## config.mk

```make
export PLATFORM = sky130hd
export DESIGN_NAME = option_chain_index_table_top
export DESIGN_NICKNAME = d
export VERILOG_FILES = /design/src/hw/rtl/ocit_pkg.sv /design/src/hw/rtl/option_chain_index_table_top.sv /design/src/hw/rtl/ocit_mem.sv
export SDC_FILE = /design/constraint.sdc
export NUM_CORES = 2
export LEC_CHECK = 0
export BUFFER_PORTS_ARGS = -buffer_cell sky130_fd_sc_hd__buf_2
export CAP_MARGIN = 0
export CORE_MARGIN = 5
export CORE_UTILIZATION = 58
export CTS_CLUSTER_DIAMETER = 200
export DETAILED_ROUTE_END_ITERATION = 12
export HOLD_SLACK_MARGIN = 0.08
export PLACE_DENSITY_LB_ADDON = 0.3
export SETUP_SLACK_MARGIN = 0.02
export SLEW_MARGIN = 20
export SYNTH_ARGS = -nofsm -noshare
export SYNTH_HDL_FRONTEND = slang
export SYNTH_SLANG_ARGS = --single-unit
```

## constraint.sdc

```tcl
create_clock -name clk -period 14.6 [get_ports clk]
set_clock_uncertainty 0.2 [all_clocks]
set_input_delay 2.92 -clock clk [delete_from_list [all_inputs] [get_ports clk]]
set_output_delay 2.92 -clock clk [all_outputs]
set_load 0.02 [all_outputs]
```

## src/hw/rtl/ocit_pkg.sv

```systemverilog
package ocit_pkg;

  typedef enum logic [2:0] {
    OP_ADD     = 3'd0,
    OP_REMOVE  = 3'd1,
    OP_FIND    = 3'd2,
    OP_ALL_AT  = 3'd3,
    OP_CALLS   = 3'd4,
    OP_PUTS    = 3'd5,
    OP_EXPIRY  = 3'd6,
    OP_ON_BEF  = 3'd7
  } op_t;

  localparam logic [1:0] ST_OK     = 2'd0;
  localparam logic [1:0] ST_REJECT = 2'd1;
  localparam logic [1:0] ST_EMPTY  = 2'd2;
  localparam logic [1:0] ST_FULL   = 2'd3;

  typedef struct packed {
    logic [31:0] id;
    logic [31:0] expiry;
    logic [31:0] strike;
    logic        is_call;
  } entry_t;

  typedef struct packed {
    logic [1:0]  status;
    logic [31:0] id;
    logic [31:0] expiry;
    logic        last;
  } result_t;

  typedef enum logic [2:0] {
    S_IDLE,
    S_SCAN,
    S_SHIFT,
    S_WRITE,
    S_EMIT,
    S_DONE
  } state_t;

  // Key order: expiry, then strike, then call before put. -1 / 0 / +1 as 2 bits.
  function automatic logic [1:0] key_cmp(input entry_t a, input entry_t b);
    logic ra;
    logic rb;
    ra = ~a.is_call;
    rb = ~b.is_call;
    if (a.expiry != b.expiry) return (a.expiry < b.expiry) ? 2'b11 : 2'b01;
    if (a.strike != b.strike) return (a.strike < b.strike) ? 2'b11 : 2'b01;
    if (ra != rb) return (ra < rb) ? 2'b11 : 2'b01;
    return 2'b00;
  endfunction

endpackage

```

## src/hw/rtl/option_chain_index_table_top.sv

```systemverilog
// Sorted index of option instruments held in one synchronous memory.
// Input channel in_*: one operation per transfer (add, remove, find, lists).
// Output channel out_*: one or more results per operation; out_last marks
// the final one. Lists stream ids (or distinct expiries) in key order, with
// one candidate held back so the final one can carry last; a list with
// nothing to report gives one result with status empty.
// Each operation sweeps the packed table, one memory read per cycle unless
// the receiver stalls it. An add or remove then moves entries one at a
// time, each with a read and then a write. One item is in work at a time;
// in_ready is low until its last result is loaded into the output register.
// A stalled receiver holds the result in that register and freezes the
// sweep at the next result. Reset empties the table (entry count to zero);
// memory contents need no clearing.
module option_chain_index_table_top
  import ocit_pkg::*;
#(
  parameter int ENTRIES = 32
) (
  input  logic        clk,
  input  logic        rst_n,
  input  logic        in_valid,
  output logic        in_ready,
  input  logic [2:0]  in_op,
  input  logic [31:0] in_instrument_id,
  input  logic [31:0] in_expiry,
  input  logic [31:0] in_strike,
  input  logic        in_is_call,
  output logic        out_valid,
  input  logic        out_ready,
  output logic [1:0]  out_status,
  output logic [31:0] out_result_id,
  output logic [31:0] out_result_expiry,
  output logic        out_last
);

  localparam int AW = $clog2(ENTRIES);
  localparam int CW = $clog2(ENTRIES + 1);

  state_t          state_r, state_nxt;
  logic [CW-1:0]   count_r, count_nxt;
  logic [CW-1:0]   idx_r, idx_nxt;      // index whose read data arrives this cycle
  logic [CW-1:0]   pos_r, pos_nxt;      // hit or insert position
  logic            hit_r, hit_nxt;      // id found on add or remove
  logic            any_r, any_nxt;      // key taken on add / list candidate held
  logic            first_r, first_nxt;
  logic            rd_pend_r, rd_pend_nxt;
  logic [2:0]      op_r;
  entry_t          key_r;
  logic [31:0]     prev_exp_r, prev_exp_nxt;
  result_t         res_r, res_nxt;
  result_t         pend_r, pend_nxt;    // list candidate not yet sent
  logic            ovalid_r, ovalid_nxt;

  logic            we;
  logic [AW-1:0]   waddr, raddr;
  entry_t          wdata, rdata;
  logic [CW-1:0]   raddr_full;

  ocit_mem #(.ENTRIES(ENTRIES), .AW(AW)) u_mem (
    .clk(clk), .we(we), .waddr(waddr), .wdata(wdata), .raddr(raddr), .rdata(rdata)
  );

  assign raddr = raddr_full[AW-1:0];

  assign in_ready          = (state_r == S_IDLE);
  assign out_valid         = ovalid_r;
  assign out_status        = res_r.status;
  assign out_result_id     = res_r.id;
  assign out_result_expiry = res_r.expiry;
  assign out_last          = res_r.last;

  logic out_free;
  assign out_free = ~ovalid_r | out_ready;

  always_ff @(posedge clk) begin
    if (!rst_n) begin
      state_r  <= S_IDLE;
      count_r  <= '0;
      ovalid_r <= 1'b0;
    end else begin
      state_r  <= state_nxt;
      count_r  <= count_nxt;
      ovalid_r <= ovalid_nxt;
    end
  end

  always_ff @(posedge clk) begin
    idx_r      <= idx_nxt;
    pos_r      <= pos_nxt;
    hit_r      <= hit_nxt;
    any_r      <= any_nxt;
    first_r    <= first_nxt;
    rd_pend_r  <= rd_pend_nxt;
    prev_exp_r <= prev_exp_nxt;
    res_r      <= res_nxt;
    pend_r     <= pend_nxt;
    if (in_valid && in_ready) begin
      op_r          <= in_op;
      key_r.id      <= in_instrument_id;
      key_r.expiry  <= in_expiry;
      key_r.strike  <= in_strike;
      key_r.is_call <= in_is_call;
    end
  end

  logic [1:0] cmp;
  logic       take;
  logic       is_add, is_rem;
  assign cmp    = key_cmp(key_r, rdata);
  assign is_add = (op_r == OP_ADD);
  assign is_rem = (op_r == OP_REMOVE);

  always_comb begin
    unique case (op_r)
      OP_ON_BEF: take = (rdata.expiry <= key_r.expiry);
      OP_ALL_AT: take = (rdata.expiry == key_r.expiry);
      OP_CALLS:  take = (rdata.expiry == key_r.expiry) && rdata.is_call;
      OP_PUTS:   take = (rdata.expiry == key_r.expiry) && !rdata.is_call;
      OP_EXPIRY: take = first_r || (rdata.expiry != prev_exp_r);
      default:   take = 1'b0;
    endcase
  end

  always_comb begin
    state_nxt    = state_r;
    count_nxt    = count_r;
    idx_nxt      = idx_r;
    pos_nxt      = pos_r;
    hit_nxt      = hit_r;
    any_nxt      = any_r;
    first_nxt    = first_r;
    rd_pend_nxt  = 1'b0;
    prev_exp_nxt = prev_exp_r;
    res_nxt      = res_r;
    pend_nxt     = pend_r;
    ovalid_nxt   = ovalid_r & ~out_ready;
    raddr_full   = idx_r;
    we           = 1'b0;
    waddr        = pos_r[AW-1:0];
    wdata        = key_r;

    unique case (state_r)
      S_IDLE: begin
        if (in_valid) begin
          idx_nxt     = '0;
          pos_nxt     = count_r;
          hit_nxt     = 1'b0;
          any_nxt     = 1'b0;
          first_nxt   = 1'b1;
          raddr_full  = '0;
          rd_pend_nxt = 1'b1;
          state_nxt   = S_SCAN;
        end
      end

      // rdata holds entry idx_r when rd_pend_r; results go out only when free.
      S_SCAN: begin
        if (!rd_pend_r) begin
          raddr_full  = idx_r;
          rd_pend_nxt = (idx_r < count_r);
          if (idx_r >= count_r) state_nxt = S_EMIT;
        end else if (idx_r >= count_r) begin
          state_nxt = S_EMIT;
        end else if (op_r == OP_ADD || op_r == OP_REMOVE) begin
          // Pass 1 finds the id; any other match on add is handled too.
          if (rdata.id == key_r.id) begin
            hit_nxt   = 1'b1;
            pos_nxt   = idx_r;
            state_nxt = S_EMIT;
          end else begin
            if (is_add && !hit_r && cmp == 2'b00) begin
              any_nxt = 1'b1;             // key taken; keep scanning for id
            end
            if (is_add && !any_r && !any_nxt && cmp == 2'b11 && pos_r == count_r)
              pos_nxt = idx_r;
            idx_nxt     = idx_r + 1'b1;
            raddr_full  = idx_r + 1'b1;
            rd_pend_nxt = 1'b1;
          end
        end else if (op_r == OP_FIND) begin
          if (cmp == 2'b00) begin
            if (out_free) begin
              res_nxt    = '{ST_OK, rdata.id, 32'd0, 1'b1};
              ovalid_nxt = 1'b1;
              state_nxt  = S_IDLE;
            end else begin
              raddr_full  = idx_r;        // hold: reread same entry
              rd_pend_nxt = 1'b1;
            end
          end else begin
            idx_nxt     = idx_r + 1'b1;
            raddr_full  = idx_r + 1'b1;
            rd_pend_nxt = 1'b1;
          end
        end else begin
          if (take && any_r && !out_free) begin
            raddr_full  = idx_r;          // hold: reread same entry
            rd_pend_nxt = 1'b1;
          end else begin
            if (take) begin
              // a new candidate means the held one is not the last
              if (any_r) begin
                res_nxt    = pend_r;
                ovalid_nxt = 1'b1;
              end
              any_nxt = 1'b1;
              if (op_r == OP_EXPIRY) pend_nxt = '{ST_OK, 32'd0, rdata.expiry, 1'b0};
              else                   pend_nxt = '{ST_OK, rdata.id, 32'd0, 1'b0};
            end
            first_nxt    = 1'b0;
            prev_exp_nxt = rdata.expiry;
            idx_nxt      = idx_r + 1'b1;
            raddr_full   = idx_r + 1'b1;
            rd_pend_nxt  = 1'b1;
          end
        end
      end

      // Decide: answer reject or full, start the shift sweep (or the write) for add/remove, or pass a list on to close.
      S_EMIT: begin
        if (out_free) begin
          if (is_add) begin
            if (hit_r || any_r) begin
              res_nxt = '{ST_REJECT, 32'd0, 32'd0, 1'b1};
              ovalid_nxt = 1'b1; state_nxt = S_IDLE;
            end else if (count_r == CW'(ENTRIES)) begin
              res_nxt = '{ST_FULL, 32'd0, 32'd0, 1'b1};
              ovalid_nxt = 1'b1; state_nxt = S_IDLE;
            end else begin
              idx_nxt = count_r;         // move entries up from the top
              if (count_r != pos_r) begin
                raddr_full  = count_r - 1'b1;
                rd_pend_nxt = 1'b1;
                state_nxt   = S_SHIFT;
              end else begin
                state_nxt = S_WRITE;
              end
            end
          end else if (is_rem) begin
            if (!hit_r) begin
              res_nxt = '{ST_REJECT, 32'd0, 32'd0, 1'b1};
              ovalid_nxt = 1'b1; state_nxt = S_IDLE;
            end else begin
              idx_nxt = pos_r;           // move entries down from the hit
              if (pos_r + 1'b1 < count_r) begin
                raddr_full  = pos_r + 1'b1;
                rd_pend_nxt = 1'b1;
                state_nxt   = S_SHIFT;
              end else begin
                state_nxt = S_WRITE;
              end
            end
          end else if (op_r == OP_FIND) begin
            res_nxt = '{ST_REJECT, 32'd0, 32'd0, 1'b1};
            ovalid_nxt = 1'b1; state_nxt = S_IDLE;
          end else begin
            state_nxt = S_DONE;
          end
        end
      end

      // One moved entry per read-modify-write pair.
      S_SHIFT: begin
        if (!rd_pend_r) begin
          raddr_full  = is_add ? idx_r - 1'b1 : idx_r + 1'b1;
          rd_pend_nxt = 1'b1;
        end else begin
          we      = 1'b1;
          waddr   = idx_r[AW-1:0];
          wdata   = rdata;
          if (is_add) begin
            idx_nxt = idx_r - 1'b1;
            if (idx_r - 1'b1 == pos_r) state_nxt = S_WRITE;
          end else begin
            idx_nxt = idx_r + 1'b1;
            if (idx_r + CW'(2) >= count_r) state_nxt = S_WRITE;
          end
        end
      end

      S_WRITE: begin
        if (is_add) begin
          we        = 1'b1;
          waddr     = pos_r[AW-1:0];
          count_nxt = count_r + 1'b1;
        end else begin
          count_nxt = count_r - 1'b1;
        end
        res_nxt    = '{ST_OK, 32'd0, 32'd0, 1'b1};
        ovalid_nxt = 1'b1;
        state_nxt  = S_IDLE;
      end

      // Close a list: send the held candidate flagged last, or an empty status.
      S_DONE: begin
        if (out_free) begin
          if (any_r) begin
            res_nxt      = pend_r;
            res_nxt.last = 1'b1;
          end else begin
            res_nxt = '{ST_EMPTY, 32'd0, 32'd0, 1'b1};
          end
          ovalid_nxt = 1'b1;
          state_nxt  = S_IDLE;
        end
      end

      default: state_nxt = S_IDLE;
    endcase
  end

  property p_ready_idle;
    @(posedge clk) disable iff (!rst_n) in_ready |-> (state_r == S_IDLE);
  endproperty
  a_ready_idle: assert property (p_ready_idle) else $error("ready outside idle");

  a_count_bound: assert property (@(posedge clk) disable iff (!rst_n)
    count_r <= CW'(ENTRIES)) else $error("entry count overflow");

  a_hold: assert property (@(posedge clk) disable iff (!rst_n)
    out_valid && !out_ready |=> out_valid && $stable(out_result_id))
    else $error("result dropped under stall");

endmodule

```

## src/hw/rtl/ocit_mem.sv

```systemverilog
module ocit_mem
  import ocit_pkg::*;
#(
  parameter int ENTRIES = 32,
  parameter int AW = 5
) (
  input  logic          clk,
  input  logic          we,
  input  logic [AW-1:0] waddr,
  input  entry_t        wdata,
  input  logic [AW-1:0] raddr,
  output entry_t        rdata
);

  entry_t mem [ENTRIES];

  always_ff @(posedge clk) begin
    if (we) begin
      mem[waddr] <= wdata;
    end
    rdata <= mem[raddr];
  end

endmodule

```

==> impl_metrics.csv <==
group,metric,value,unit
status,status,"finished, final reports clean",
hold_path,hp-start,"pend_r[9]$_SDFFCE_PP0P_",
synthesis,async_flop_share,0,%
clock_network,ctsHoldBuffers,0,
critical_path,setup.worst_path.class,"flip-flop to flip-flop",
synthesis,synth_seq_cells,3490,
route,drc,0,
synthesis,syn_inst,9695,
power_and_ir_drop,p_int,0.0196,W
floorplan,initial_core_util,58.2,%
synthesis,seq_area_frac_synth,75.9,%
floorplan,core_area,235000,um2
finish,final_cell_mix,"3382 x edfxtp_1, 2563 x nand2_1, 830 x a21oi_1",
power_and_ir_drop,ir_worst_vdd,206,uV
synthesis,yosys.area.top_type,"edfxtp_1",
place,placed_cells,12500,
clock_network,clock_sinks,3490,
synthesis,synth_top_area_share,74.3,%
hold_path,hold_path_end,"out_result_expiry[8]$_DFFE_PP_",
power_and_ir_drop,power.total,0.0293,W
grt,track_usage,30.7,%
timing,hold_viol_final,0,
finish,nets,9946,
route,drtAntennaViolNets,0,
grt,antenna_found_initial,8,
finish,final_cell_area,153000,um2
grt,grt_pass1_wl,555000,um
clock_network,cts_tree,"built",
critical_path,cpMaxStageDelayCell,"or3_4",
synthesis,yosys_warnings,0,
synthesis,synth_area_leaders,"edfxtp_1 74%, nand2_1 7.1%, a32oi_1 3.8%",
clock_network,cts_max_level,5,
timing,setup_tns,0,ns
place,place_area,141000,um2
floorplan,rows,178,
timing,drv_slew,0,
critical_path,max_stage_delay,0.90,ns
route,wl_per_cell,29.3,um
clock_network,clock_latency,1.00,ns
synthesis,avgSynthCellArea,14.1,um2
timing,fin_crit_sh,58.8,%
timing,setup_ws,6.01,ns
place,place_ws,5.71,ns
route,drt_pass1_iterations,9,
route,drt-vias-per-instance,6.70,
grt,grt.overflow.total,0,
timing,relSlewSlack,17.1,%
place,gp_congestion,0.890,
critical_path,crit_fanout,217,
route,drt-total-wl,386000,um
clock_network,path_clk_slew,0.06,ns
power_and_ir_drop,p_switching,0.00967,W
critical_path,ff2ff_setup_slack,6.01,ns
clock_network,cts_made_buffers,356,
floorplan,die_h,495,um
clock_network,cts_root_buffer,"clkbuf_16",
power_and_ir_drop,cellPowerDensity,192,nW/um2
critical_path,timing.critical_path.to_type,"flip-flop",
power_and_ir_drop,p_sw_share,33.0,%
timing,max_freq,0.116,GHz
critical_path,worstReg2RegEnd,"u_mem.rdata[42]$_DFF_P_",
power_and_ir_drop,leakagePower,52.3,nW
place,hpwl,186000,um
critical_path,cp.required,15.24,ns
critical_path,r2r-start,"idx_r[0]$_DFFE_PP_",
floorplan,io-pin-count,173,
synthesis,synth_edf_count,3382,
route,vias,88400,
critical_path,crit_family,"simple AND/OR/NAND/NOR gates",
critical_path,r2r_cells,17,
hold_path,hold_class,"flip-flop to flip-flop",
timing,tightestPinTransition,1.24,ns
power_and_ir_drop,clkPwrFrac,30.7,%
place,port_buffers,172,
clock_network,cts_resized,0,
critical_path,startpoint_type,"flip-flop",
synthesis,syn_area,137000,um2
grt,grt_max_degree,226,
clock_network,clk_path_buf_depth,4,
synthesis,ys_types,73,
timing,rsz0062_at_grt,"no",
grt,grt_pass1_vias,84100,
clock_network,postCtsSetupBuffers,0,
finish,syn2layout_area_growth,11.6,%
finish,fill_cells,16100,
hold_path,hold_path_depth,1,
route,drt_first_iter_violations,14100,
floorplan,die_w,495,um
timing,finalSetupViolCount,0,
critical_path,crit_arrival,9.22,ns
synthesis,synth_ff_type,"edfxtp_1",
finish,fin_cells,13200,
critical_path,cp_cell_sequence,"clkinv_1 > ha_1 > nor2b_1 > o21bai_1 > a21oi_1 > nand3_1 > or3_1 > or3_1 > o221ai_1 > or3_4 > buf_4 > buf_12 > buf_4 > nand2_1 > a32o_1 > a22o_1 > nor4_1",
finish,final_common_cell,"edfxtp_1",
flow_run,cap_violations,0,
synthesis,synth_fp_nets,9889,
power_and_ir_drop,pwr-share-seq,41.4,%
finish,layout-drive-gt1-share,9.68,%
critical_path,crit_buf_inv,4,
floorplan,dieArea,245000,um2
power_and_ir_drop,p_comb_share,28.0,%
timing,post-route-min-period,8.59,ns
==> metrics by stage <==
step,hold WS (ns),utilization (%)
global route,0.341,65.0
detailed placement,0.307,60.0
finish,0.319,65.0
CTS,0.320,64.9
global placement,0.310,60.0
floorplan,0.250,-
==> cell type report <==
cell class | count | area, um2 | area share [%]
Antenna cell | 10 | 25.0 | 0.0164
Clock buffer | 460 | 9630 | 6.32
Clock inverter | 175 | 1820 | 1.20
Inverter | 86 | 328 | 0.215
Multi-Input combinational cell | 5442 | 30300 | 19.9
Sequential cell | 3490 | 104000 | 68.0
Tap cell | 3150 | 3940 | 2.58
Timing Repair Buffer | 376 | 2730 | 1.79
==> power by group through the flow <==
stage	Sequential (W)	Clock, W	Combinational (W)
after CTS	0.0121	0.00904	0.00804
after floorplan	0.0121	0	0.00587
after detailed placement	0.0123	0	0.00796
after global placement	0.0123	0	0.00765
after global routing	0.0121	0.00947	0.00885
final	0.0121	0.00899	0.00819
==> layer usage <==
metal  GRT usage, %  vias up  wire [um]
met1           43.0    43800     141000
met4           14.3        4      20200
met3           5.96     1152      47900
met2           47.3     6336     176000
li1               -    37100          -
met5              0        -        158
==> cell families after synthesis <==
kind of cell / after synthesis / share of synthesized area [%]
AOI/OAI and AO/OA: 2246 / 11.4
xor gates and xnor gates: 98 / 0.628
adders and majority gates: 90 / 0.824
buffers and inverters: 763 / 2.30
DFF: 3490 / 75.9
muxes: 4 / 0.0311
and+or+nand+nor: 3004 / 8.91
==> worst max-delay path by stage <==
stage / slack, ns / to / cells after the start / startpoint
finish: 6.01 / u_mem.rdata[42]$_DFF_P_ / 17 / idx_r[0]$_DFFE_PP_
global route: 5.61 / u_mem.rdata[42]$_DFF_P_ / 17 / idx_r[0]$_DFFE_PP_
CTS: 6.23 / u_mem.rdata[42]$_DFF_P_ / 17 / idx_r[0]$_DFFE_PP_
detailed placement: 5.71 / u_mem.rdata[42]$_DFF_P_ / 15 / out_ready
global placement: 5.81 / u_mem.rdata[40]$_DFF_P_ / 16 / out_ready
floorplan: 5.74 / pend_r[10]$_SDFFCE_PP0P_ / 8 / out_ready
==> flip-flops by register name, indices dropped and copies added, names as in the netlist, 2 cells and up <==
| signal | cells |
|---|---|
| prev_exp_r | 32 |
| count_r | 6 |
| key_r | 97 |
| out_result_id | 32 |
| u_mem.rdata | 97 |
| out_status | 2 |
| pos_r | 6 |
| op_r | 3 |
| out_result_expiry | 32 |
| idx_r | 6 |
| u_mem.mem | 3104 |
| state_r | 3 |
| pend_r | 64 |
==> Yosys cell counts, types with 22 or more instances <==
cell / count
o21ai_0: 116
a22o_1: 129
a32oi_1: 585
nor4_1: 112
a32o_1: 195
dfxtp_1: 108
a21oi_1: 830
and2_1: 105
nand3_1: 22
nand4_1: 36
buf_1: 35
clkbuf_1: 444
buf_2: 184
edfxtp_1: 3382
nor2_1: 86
xnor2_1: 61
nand2_1: 2567
xor2_1: 37
o22ai_1: 293
inv_1: 83
ha_1: 90
Note: power is estimated with default switching activity, not from simulation.
